<file path="src/design/shaped_noise_dither_24bit_unit_macros.svh">
// Assertion macros for the shaped noise dither unit.
`ifndef SHAPED_NOISE_DITHER_24BIT_UNIT_MACROS_SVH
`define SHAPED_NOISE_DITHER_24BIT_UNIT_MACROS_SVH

// Same-cycle implication, sampled on clk, disabled in reset.
`define SDITH_ASSERT_NOW(lbl, ante, cons, msg) \
    lbl: assert property (@(posedge clk) disable iff (!rst_n) (ante) |-> (cons)) \
        else $error(msg);

// Next-cycle implication, sampled on clk, disabled in reset.
`define SDITH_ASSERT_NEXT(lbl, ante, cons, msg) \
    lbl: assert property (@(posedge clk) disable iff (!rst_n) (ante) |=> (cons)) \
        else $error(msg);

`endif

</file>
<file path="src/design/sdith_pkg.sv">
// Shared constants, tap weights and generator function for the dither unit.
package sdith_pkg;

    localparam int SAMPLE_W = 32;
    localparam int RESULT_W = 24;
    localparam int WORD_W   = 32;
    localparam int TAPS     = 10;
    localparam int ACC_W    = 52;
    localparam int FRAC_W   = 48;

    localparam logic [WORD_W-1:0] SEED_RESET = 32'd17;

    localparam int TAP_WEIGHT [TAPS] = '{
        3998, -7209, 16384, -28180, 65536, -65536, 32768, -15073, 8258, 0
    };

    function automatic logic [WORD_W-1:0] xorshift_next(input logic [WORD_W-1:0] x);
        logic [WORD_W-1:0] t;
        t = x ^ (x << 13);
        t = t ^ (t >> 17);
        t = t ^ (t << 5);
        return t;
    endfunction

endpackage

</file>
<file path="src/design/sdith_in_if.sv">
// Input sample request channel.
interface sdith_in_if import sdith_pkg::*; ();
    logic                       valid;
    logic                       ready;
    logic signed [SAMPLE_W-1:0] sample_in;

    modport source (output valid, output sample_in, input ready);
    modport sink (input valid, input sample_in, output ready);
endinterface

</file>
<file path="src/design/sdith_out_if.sv">
// Output result request channel.
interface sdith_out_if import sdith_pkg::*; ();
    logic                       valid;
    logic                       ready;
    logic signed [RESULT_W-1:0] sample_out;
    logic                       clipped;

    modport source (output valid, output sample_out, output clipped, input ready);
    modport sink (input valid, input sample_out, input clipped, output ready);
endinterface

</file>
<file path="src/design/sdith_tap_cell.sv">
// One transposed FIR tap: weighted noise word plus the partial sum of its neighbor.
module sdith_tap_cell import sdith_pkg::*; #(
    parameter int WEIGHT = 0
) (
    input  logic                    clk,
    input  logic                    rst_n,
    input  logic                    en,
    input  logic [WORD_W-1:0]       noise_word,
    input  logic signed [ACC_W-1:0] sum_in,
    output logic signed [ACC_W-1:0] sum_out
);

    localparam logic signed [ACC_W-1:0] WT = ACC_W'(WEIGHT);

    logic signed [ACC_W-1:0] word_ext;
    logic signed [ACC_W-1:0] sum_reg;
    logic signed [ACC_W-1:0] sum_next;

    assign word_ext = ACC_W'(noise_word);
    assign sum_next = word_ext * WT + sum_in;
    assign sum_out  = sum_reg;

    always_ff @(posedge clk or negedge rst_n)
    begin
        if (!rst_n)
        begin
            sum_reg <= '0;
        end
        else if (en)
        begin
            sum_reg <= sum_next;
        end
    end

endmodule

</file>
<file path="src/design/shaped_noise_dither_24bit_unit.sv">
// Shaped noise dither requantizer: Q1.31 sample in, OUT_BITS-bit saturated sample out.
// Takes one sample per clock unless the output channel stalls; an accepted request passes
// through stage A, which forms the dither and splits the sample, then stage B, which adds,
// floors and saturates into the output register. The 10-tap dither FIR is a transposed row
// of tap cells, each holding one partial sum of past xorshift32 words and passing it to its
// neighbor on every accepted sample, so each cell needs only one constant multiply and
// one add per cycle. Writing noise_seed reloads the generator but keeps the tap history;
// write it only while no sample is in flight. No clearing pass is needed after reset.
module shaped_noise_dither_24bit_unit import sdith_pkg::*; #(
    parameter int OUT_BITS = 24
) (
    input  logic                clk,
    input  logic                rst_n,
    input  logic                noise_seed_we,
    input  logic [WORD_W-1:0]   noise_seed_wdata,
    sdith_in_if.sink            in_ch,
    sdith_out_if.source         out_ch
);

`include "shaped_noise_dither_24bit_unit_macros.svh"

    localparam int SHIFT_S = SAMPLE_W - OUT_BITS;
    localparam int ZERO_K  = 27862 >> (24 - OUT_BITS);
    localparam int F_W     = ACC_W + 1;
    localparam int Q_W     = F_W - FRAC_W;
    localparam int R_W     = OUT_BITS + 2;

    localparam logic signed [R_W-1:0] R_MAX = R_W'((1 << (OUT_BITS - 1)) - 1);
    localparam logic signed [R_W-1:0] R_MIN = ~R_MAX;

    logic [WORD_W-1:0] noise_word_reg;
    logic [WORD_W-1:0] noise_word_next;

    logic in_acc;
    logic a_adv;
    logic b_free;

    // tap cell chain, entry TAPS is the zero fed into the last cell
    logic signed [ACC_W-1:0] sum_chain [1:TAPS];

    logic signed [ACC_W-1:0]    word_ext;
    logic signed [ACC_W-1:0]    d_next;
    logic [FRAC_W-1:0]          frac_next;
    logic signed [OUT_BITS-1:0] hi_next;

    logic                       a_valid_reg;
    logic                       a_valid_next;
    logic signed [ACC_W-1:0]    d_reg;
    logic [FRAC_W-1:0]          frac_reg;
    logic signed [OUT_BITS-1:0] hi_reg;

    logic signed [F_W-1:0]      f_sum;
    logic signed [Q_W-1:0]      q_floor;
    logic signed [R_W-1:0]      r_full;
    logic signed [OUT_BITS-1:0] r_sat;
    logic                       clip_next;

    logic                       out_valid_reg;
    logic                       out_valid_next;
    logic signed [RESULT_W-1:0] sample_out_reg;
    logic                       clipped_reg;

    assign b_free      = !out_valid_reg || out_ch.ready;
    assign a_adv       = a_valid_reg && b_free;
    assign in_ch.ready = !a_valid_reg || b_free;
    assign in_acc      = in_ch.valid && in_ch.ready;

    // generator
    always_comb
    begin
        noise_word_next = noise_word_reg;
        if (noise_seed_we)
        begin
            noise_word_next = noise_seed_wdata;
        end
        else if (in_acc)
        begin
            noise_word_next = xorshift_next(noise_word_reg);
        end
    end

    always_ff @(posedge clk or negedge rst_n)
    begin
        if (!rst_n)
        begin
            noise_word_reg <= SEED_RESET;
        end
        else
        begin
            noise_word_reg <= noise_word_next;
        end
    end

    // dither FIR, taps 1..TAPS-1 as cells, tap 0 folded into stage A
    assign sum_chain[TAPS] = '0;

    for (genvar k = 1; k < TAPS; k++)
    begin : g_tap
        sdith_tap_cell #(
            .WEIGHT (TAP_WEIGHT[k])
        ) u_cell (
            .clk        (clk),
            .rst_n      (rst_n),
            .en         (in_acc),
            .noise_word (noise_word_reg),
            .sum_in     (sum_chain[k+1]),
            .sum_out    (sum_chain[k])
        );
    end

    // stage A
    assign word_ext = ACC_W'(noise_word_reg);
    assign d_next   = word_ext * ACC_W'(TAP_WEIGHT[0]) + sum_chain[1];
    assign hi_next  = OUT_BITS'(in_ch.sample_in >>> SHIFT_S);

    always_comb
    begin
        if (in_ch.sample_in == '0)
        begin
            frac_next = FRAC_W'(noise_word_reg) * FRAC_W'(ZERO_K);
        end
        else
        begin
            frac_next = FRAC_W'(in_ch.sample_in[SHIFT_S-1:0]) << (FRAC_W - SHIFT_S);
        end
    end

    always_comb
    begin
        a_valid_next = a_valid_reg;
        if (in_acc)
        begin
            a_valid_next = 1'b1;
        end
        else if (a_adv)
        begin
            a_valid_next = 1'b0;
        end
    end

    always_ff @(posedge clk or negedge rst_n)
    begin
        if (!rst_n)
        begin
            a_valid_reg <= 1'b0;
        end
        else
        begin
            a_valid_reg <= a_valid_next;
        end
    end

    always_ff @(posedge clk)
    begin
        if (in_acc)
        begin
            d_reg    <= d_next;
            frac_reg <= frac_next;
            hi_reg   <= hi_next;
        end
    end

    // stage B: add, floor, saturate
    assign f_sum   = F_W'(d_reg) + F_W'(frac_reg);
    assign q_floor = f_sum[F_W-1:FRAC_W];
    assign r_full  = R_W'(hi_reg) + R_W'(q_floor);

    always_comb
    begin
        r_sat     = r_full[OUT_BITS-1:0];
        clip_next = 1'b0;
        if (r_full > R_MAX)
        begin
            r_sat     = R_MAX[OUT_BITS-1:0];
            clip_next = 1'b1;
        end
        else if (r_full < R_MIN)
        begin
            r_sat     = R_MIN[OUT_BITS-1:0];
            clip_next = 1'b1;
        end
    end

    always_comb
    begin
        out_valid_next = out_valid_reg;
        if (a_adv)
        begin
            out_valid_next = 1'b1;
        end
        else if (out_ch.ready)
        begin
            out_valid_next = 1'b0;
        end
    end

    always_ff @(posedge clk or negedge rst_n)
    begin
        if (!rst_n)
        begin
            out_valid_reg <= 1'b0;
        end
        else
        begin
            out_valid_reg <= out_valid_next;
        end
    end

    always_ff @(posedge clk)
    begin
        if (a_adv)
        begin
            sample_out_reg <= RESULT_W'(r_sat);
            clipped_reg    <= clip_next;
        end
    end

    assign out_ch.valid      = out_valid_reg;
    assign out_ch.sample_out = sample_out_reg;
    assign out_ch.clipped    = clipped_reg;

    `SDITH_ASSERT_NEXT(a_gen_step, in_acc && !noise_seed_we,
        noise_word_reg == xorshift_next($past(noise_word_reg)),
        "generator did not advance on accepted request")
    `SDITH_ASSERT_NOW(a_out_range, out_valid_reg,
        (R_W'(sample_out_reg) <= R_MAX) && (R_W'(sample_out_reg) >= R_MIN),
        "result outside output range")
    `SDITH_ASSERT_NOW(a_clip_bound, out_valid_reg && clipped_reg,
        (R_W'(sample_out_reg) == R_MAX) || (R_W'(sample_out_reg) == R_MIN),
        "clipped result not at a bound")
    `SDITH_ASSERT_NEXT(a_stage_hold, a_valid_reg && !a_adv,
        a_valid_reg && $stable(d_reg) && $stable(hi_reg),
        "stalled stage A lost its request")

endmodule
</file>
<file path="src/flat_wrapper.sv">
// flat-port wrapper written by rule: the top's interface ports become plain ports
module shaped_noise_dither_24bit_unit_flat import sdith_pkg::*;
#(
    parameter int OUT_BITS = 24
)
  (clk, rst_n, noise_seed_we, noise_seed_wdata, in_ch_valid, in_ch_sample_in, in_ch_ready, out_ch_valid, out_ch_sample_out, out_ch_clipped, out_ch_ready);
  sdith_in_if in_ch_i ();
  sdith_out_if out_ch_i ();
  input  logic clk;
  input  logic rst_n;
  input  logic noise_seed_we;
  input  logic [WORD_W-1:0] noise_seed_wdata;
  input wire logic [$bits(in_ch_i.valid)-1:0] in_ch_valid;
  input wire logic [$bits(in_ch_i.sample_in)-1:0] in_ch_sample_in;
  output wire logic [$bits(in_ch_i.ready)-1:0] in_ch_ready;
  output wire logic [$bits(out_ch_i.valid)-1:0] out_ch_valid;
  output wire logic [$bits(out_ch_i.sample_out)-1:0] out_ch_sample_out;
  output wire logic [$bits(out_ch_i.clipped)-1:0] out_ch_clipped;
  input wire logic [$bits(out_ch_i.ready)-1:0] out_ch_ready;
  assign in_ch_i.valid = in_ch_valid;
  assign in_ch_i.sample_in = in_ch_sample_in;
  assign in_ch_ready = in_ch_i.ready;
  assign out_ch_valid = out_ch_i.valid;
  assign out_ch_sample_out = out_ch_i.sample_out;
  assign out_ch_clipped = out_ch_i.clipped;
  assign out_ch_i.ready = out_ch_ready;
  shaped_noise_dither_24bit_unit #(.OUT_BITS(OUT_BITS)) u_core (.clk(clk), .rst_n(rst_n), .noise_seed_we(noise_seed_we), .noise_seed_wdata(noise_seed_wdata), .in_ch(in_ch_i), .out_ch(out_ch_i));
endmodule
</file>
<file path="config.mk">
export PLATFORM = sky130hd
export DESIGN_NAME = shaped_noise_dither_24bit_unit_flat
export DESIGN_NICKNAME = d
export VERILOG_FILES = /design/src/design/sdith_pkg.sv /design/src/design/sdith_in_if.sv /design/src/design/sdith_out_if.sv /design/src/design/sdith_tap_cell.sv /design/src/design/shaped_noise_dither_24bit_unit.sv /design/src/flat_wrapper.sv
export VERILOG_INCLUDE_DIRS = /design/src /design/src/design
export SDC_FILE = /design/constraint.sdc
export NUM_CORES = 2
export LEC_CHECK = 0
export ABC_AREA = 0
export BUFFER_PORTS_ARGS = -buffer_cell sky130_fd_sc_hd__buf_2
export CAP_MARGIN = 20
export CORE_ASPECT_RATIO = 1.5
export CORE_MARGIN = 3
export CORE_UTILIZATION = 50
export CTS_CLUSTER_SIZE = 24
export DETAILED_ROUTE_END_ITERATION = 10
export GPL_TIMING_DRIVEN = 0
export PLACE_DENSITY = 0.77
export SKIP_CTS_REPAIR_TIMING = 1
export SLEW_MARGIN = 20
export SYNTH_ARGS = -nofsm -noshare
export SYNTH_HDL_FRONTEND = slang
export SYNTH_SLANG_ARGS = --single-unit
</file>
<file path="constraint.sdc">
create_clock -name clk -period 8.53 [get_ports clk]
set_input_delay 1.706 -clock clk [delete_from_list [all_inputs] [get_ports clk]]
set_output_delay 1.706 -clock clk [all_outputs]
set_load 0.02 [all_outputs]
</file>
* Word level (Yosys, flattened, before mapping) *
Index checks and enable logic that the tools add are counted.

word-level totals
  memories kept = 0
  ROM bits = 0
  word-level logic and storage cells = 59
  bits in latches = 0
  register bits = 598
  bits in writable memories = 0
  output and inout port bits = 27

operators by class
  muxes and demuxes = 9
  divide/modulo/power cells = 0
  reduce and logical (&&, ||, !) cells = 10
  $add $sub $neg = 11
  $lt $le $gt $ge = 2
  equality and inequality tests = 0
  bitwise logic cells = 3
  shift operators = 0
  $mul = 6

operators by type and width
  operator                  count
  $add A52 B52 Y52          5
  $mul A33 B14 Y47 const B  2
  $mux W32                  2
  $xor A32 B32 Y32          2
  $add A52 B49 Y53          1
  $add A47 B52 Y52          1
  $add A48 B52 Y52          1
  $add A49 B52 Y52          1
  $mul A33 B15 Y48 const B  1
  $mux W47                  1
  $mul A32 B14 Y46 const B  1
  $mul A32 B13 Y45 const B  1
  $mul A32 B11 Y43 const B  1
  $neg A32 Y36              1
  $logic_not A32 Y1         1
  $xor A32 B15 Y32          1
  $gt A26 B24 Y1 const B    1
  $lt A26 B24 Y1 const B    1
  $add A24 B5 Y25           1
  $mux W24                  1
  $reduce_bool A2 Y1        3
  $mux W1                   5
  $logic_and A1 B1 Y1       2
  $logic_not A1 Y1          2
  $logic_or A1 B1 Y1        2

* Logic depth before layout (Yosys ltp) *
  word-level depth = 6
  gate-level depth with buffers = 39

* Modules after synthesis *
A second synthesis with hierarchy kept.

unflattened totals
  cells, all modules = 9759
  area total of the unflattened synthesis = 93719.9 um^2

modules (own cells, without submodules)
  module                                   area an instance (um^2)  seq. area each (um^2)  cells an instance  times used
  shaped_noise_dither_24bit_unit           27528.9                  5267.6                 2783               1
  sdith_tap_cell (u_core.g_tap[1].u_cell)  13753.2                  1301.2                 1428               1
  sdith_tap_cell (u_core.g_tap[3].u_cell)  13375.3                  1301.2                 1484               1
  sdith_tap_cell (u_core.g_tap[7].u_cell)  13002.5                  1301.2                 1373               1
  sdith_tap_cell (u_core.g_tap[8].u_cell)  7646.1                   1301.2                 870                1
  sdith_tap_cell (u_core.g_tap[5].u_cell)  4735.8                   1301.2                 514                1
  sdith_tap_cell (u_core.g_tap[2].u_cell)  3940.0                   1301.2                 432                1
  sdith_tap_cell (u_core.g_tap[6].u_cell)  3808.7                   1301.2                 389                1
  sdith_tap_cell (u_core.g_tap[4].u_cell)  3743.6                   1301.2                 376                1
  sdith_tap_cell (u_core.g_tap[9].u_cell)  2185.8                   1301.2                 110                1

* Least setup slack after synthesis *
No wires, ideal clock.

  path kind = reg-to-reg
  start = register u_core.noise_word_reg[9]
  end = register u_core.g_tap[1].u_cell.sum_reg[43]
  path buffers = 1
  slack = -0.794 ns
  arrival time = 9.204 ns
  stages on the path, launching flop included = 36
  path through = dfrtp_1 clkbuf_1 inv_1 ha_1 fa_1 fa_1 inv_1 fa_1 inv_1 fa_1 inv_1 fa_1 inv_1 ha_1 a2111o_1 o211ai_1 a211oi_1 o21a_1 o21a_1 o21a_1 o21ai_0 nand2b_1 a21oi_1 xnor2_1 ha_1 a21oi_1 o21ai_0 a22oi_1 a211oi_1 or4b_2 o211ai_1 a21oi_1 o21a_1 o21a_1 or3_1 a31o_2

between the ends
  longest elaborated chain between the ends = 2

RTL lines
  what                    RTL line                              RTL
  from (decl)             shaped_noise_dither_24bit_unit.sv:31  logic [WORD_W-1:0] noise_word_reg;
  from (signal assigned)  shaped_noise_dither_24bit_unit.sv:90  noise_word_reg <= noise_word_next;
  $mul A33 B14 Y47        sdith_tap_cell.sv:20                  assign sum_next = word_ext * WT + sum_in;
  $add A52 B52 Y52        sdith_tap_cell.sv:20
  to (signal assigned)    sdith_tap_cell.sv:31                  sum_reg <= sum_next;
  to (decl)               sdith_tap_cell.sv:16                  logic signed [ACC_W-1:0] sum_reg;

No other way between the ends.
A chain may end at the register's enable or synchronous reset.

* Final worst setup path *
  start = register u_core.noise_word_reg[8]
  end = register u_core.g_tap[1].u_cell.sum_reg[43]

Same word-level chain as after synthesis.

==> impl_summary.log <==
INFO  metric result_of_the_run = complete, but fails checks
INFO  metric failed_checks = setup timing
INFO  metric syn_inst = 8,981
INFO  metric layout_common_cells = 1,379 x inv_1, 1,080 x ha_1, 882 x nand2_1
INFO  metric setup_viol = 40
INFO  metric dr_total_vias = 70,492
INFO  metric post-route-worst-setup-slack = -737 ps
INFO  metric worst-path-max-fanout = 6
INFO  metric synth.avg_cell_area = 9.12 µm²
INFO  metric synth.lib_cells_used.distinct = 85
INFO  metric first_global_vias = 70,719
INFO  metric route.detailed.drc = 0
INFO  metric worstMarginPinSlew = 1210 ps
INFO  metric period_needed = 9270 ps
INFO  metric yosysTopAreaCellShare = 0.211
INFO  metric chipWidth = 336 µm
INFO  metric post-route-period-util = 1.09
INFO  metric layout.cells.most_common = inv_1
INFO  metric wl_per_cell = 26.4 µm
INFO  metric maxClockFrequency = 108 MHz
INFO  metric initial_utilization = 0.504
INFO  metric cpPeakStageDelay = 570 ps
INFO  metric synth_async_sr_flop_share = 0.750
INFO  metric clockRootBuffer = clkbuf_16
INFO  metric synth_edf_count = 147
INFO  metric antenna_left = 0
INFO  metric final_max_slew_viol_count = 0
INFO  metric post-synth-top-area-cell = fa_1
INFO  metric tns_setup = -13,490 ps
INFO  metric critical_path_arrival = 9880 ps
INFO  metric timing.critical_path.to_type = flop
INFO  metric cts-root-to-sink-buffers = 3
INFO  metric max_capacitance_violation_total = 0
INFO  metric grt_start_max_net_pins = 92
INFO  metric clock_insertion_delay_worst_skew = 740 ps
INFO  metric ctsHtreeMaxLevel = 3
INFO  metric synth.yosys.warnings = 0
INFO  metric synth_top_cells_by_area = fa_1 21%, ha_1 19%, dfrtp_1 13%
INFO  metric worst_setup_path_start_kind = flop
INFO  metric gp_congestion = 1.04
INFO  metric io_pins = 96
INFO  metric pre_cts_slack = -3490 ps
INFO  metric ys_ff_latch = 588
INFO  metric hold_viol = 0
INFO  metric drt_first_pass_iters = 6
INFO  metric detailed_place_hpwl = 243,000 µm
INFO  metric average_via_count_per_standard_cell = 5.98
INFO  metric layout-area-overhead-vs-synth = 17.1%
INFO  metric final-seq-area = 15,600 µm²
INFO  metric wirelength = 311,000 µm
INFO  metric count_of_fill_cells_added_during_filler_insertion = 13,554
INFO  metric layout-drive-gt1-share = 0.141
INFO  metric net_count_after_synthesis = 11,130
INFO  metric slew_headroom = 0.191
INFO  metric floorplan.rows = 181
INFO  metric grt_use_total = 0.355
INFO  metric fp.dieH = 502 µm
INFO  metric design.final.nets = 11,772
INFO  metric global_route_total_overflow = 0
INFO  metric required = 9140 ps
INFO  metric grt_antenna_before_repair = 15
INFO  metric clkTransAtPathRegs = 60 ps
INFO  metric path_common_cell = o21a_1
INFO  metric detailedRoute.firstIterationViolations = 5,629
INFO  metric synthesis.area = 81,900 µm²
INFO  metric cts_inserted_buffers = 74
INFO  metric number_of_sinks_driven_by_the_clock_tree = 588
INFO  metric tritoncts = done
INFO  metric design.core.area = 162,000 µm²
INFO  metric whs = 463 ps
INFO  metric grt_setup_unrepaired = yes
INFO  metric die-area = 169,000 µm²
INFO  metric multi_input_comb_area = 63,700 µm²
INFO  metric grt_pass1_wl = 438,000 µm
INFO  metric worst-setup-path-type = reg2reg
INFO  metric synthFlopType = dfrtp_1
INFO  metric ys_seq_area_frac = 0.189
INFO  metric portBuffers = 94
INFO  metric clock-skew-final = 53.1 ps
INFO  metric largest_register_ffs = 407
INFO  metric slowest_cell_on_the_critical_path = or4b_4
INFO  metric holdCritPathClass = reg2reg
through the flow:
step / area, µm² / utilization / std cells
6_report: 95900 / 0.591 / 11795
5_1_grt: 95900 / 0.591 / 11791
4_1_cts: 88600 / 0.545 / 11352
3_5_place_dp: 86000 / 0.530 / 11215
3_3_place_gp: 85200 / 0.525 / 11179
2_1_floorplan: 82100 / - / 8981
cells in the mapped netlist (all sizes together), types with 11 or more instances:
library cell  number
xor2             240
nor3             100
a21o             376
a211o             13
o41ai             12
a221oi            18
o21a              75
a21boi            19
nor2b             57
a31oi             64
or3               23
dfrtp            439
a221o             12
and2              30
nand4             74
mux2              17
o211ai            37
a311oi            11
a21oi            529
fa               862
a2111oi           20
or2               22
a31o              18
a211oi            45
o311ai            11
nand2b            87
nor2             365
buf               14
edfxtp           147
clkbuf           169
o21ai            598
inv             1447
o22ai             11
o31ai             41
o21bai            78
nor4              18
ha              1218
nand3            121
and4              20
xnor2            409
nor3b             22
nand2            893
and3              65
cells by family after synthesis:
family	share of synthesized area
flops	0.189
compound gates	0.159
buf+inv	0.0748
mux	0.00295
fa+ha+maj	0.398
simple gates	0.107
xor+xnor	0.0697
layer usage:
metal | share of wire | up-vias | track usage | wire length [µm]
li1 | - | 31518 | - | -
met1 | 0.34 | 34519 | 0.392 | 107000
met2 | 0.46 | 3229 | 0.596 | 144000
met3 | 0.082 | 1218 | 0.0613 | 25600
met4 | 0.11 | 8 | 0.295 | 34200
met5 | 0.00017 | - | 0 | 52
worst max-delay path, delay by kind of cell, from the launching register on:
kind / cells / cell delay [ps]
fa+ha+maj: 8 / 3320
compound gates: 17 / 3040
buf+inv: 10 / 1190
simple gates: 3 / 970
flops: 1 / 450
xor+xnor: 1 / 130
final timing paths:
kind,from,end,slack [ps],cells past startpoint
worst min-delay path,u_core.g_tap[7].u_cell.sum_out[12]$_DFFE_PN0P_,u_core.g_tap[6].u_cell.sum_out[12]$_DFFE_PN0P_,460,2
worst max-delay path,u_core.noise_word_reg[8]$_DFFE_PN0P_,u_core.g_tap[1].u_cell.sum_out[43]$_DFFE_PN0P_,-740,39
min in group asynchronous,rst_n,u_core.g_tap[7].u_cell.sum_out[9]$_DFFE_PN0P_,950,1
worst min register to register,u_core.g_tap[7].u_cell.sum_out[12]$_DFFE_PN0P_,u_core.g_tap[6].u_cell.sum_out[12]$_DFFE_PN0P_,460,2
max in group asynchronous,rst_n,u_core.g_tap[2].u_cell.sum_out[45]$_DFFE_PN0P_,5440,5
worst max register to register,u_core.noise_word_reg[8]$_DFFE_PN0P_,u_core.g_tap[1].u_cell.sum_out[43]$_DFFE_PN0P_,-740,39
final cells by class:
cell class | count | area share
Inverter | 1448 | 0.0589
Tap cell | 2104 | 0.0274
Clock buffer | 93 | 0.0210
Sequential cell | 588 | 0.162
Antenna cell | 7 | 0.000183
Buffer | 158 | 0.00742
Clock inverter | 44 | 0.00578
Timing Repair Buffer | 591 | 0.0535
Multi-Input combinational cell | 6762 | 0.664
Power is not shown: default switching activity piles up to over one toggle a cycle in this logic, so the estimate is an artifact.
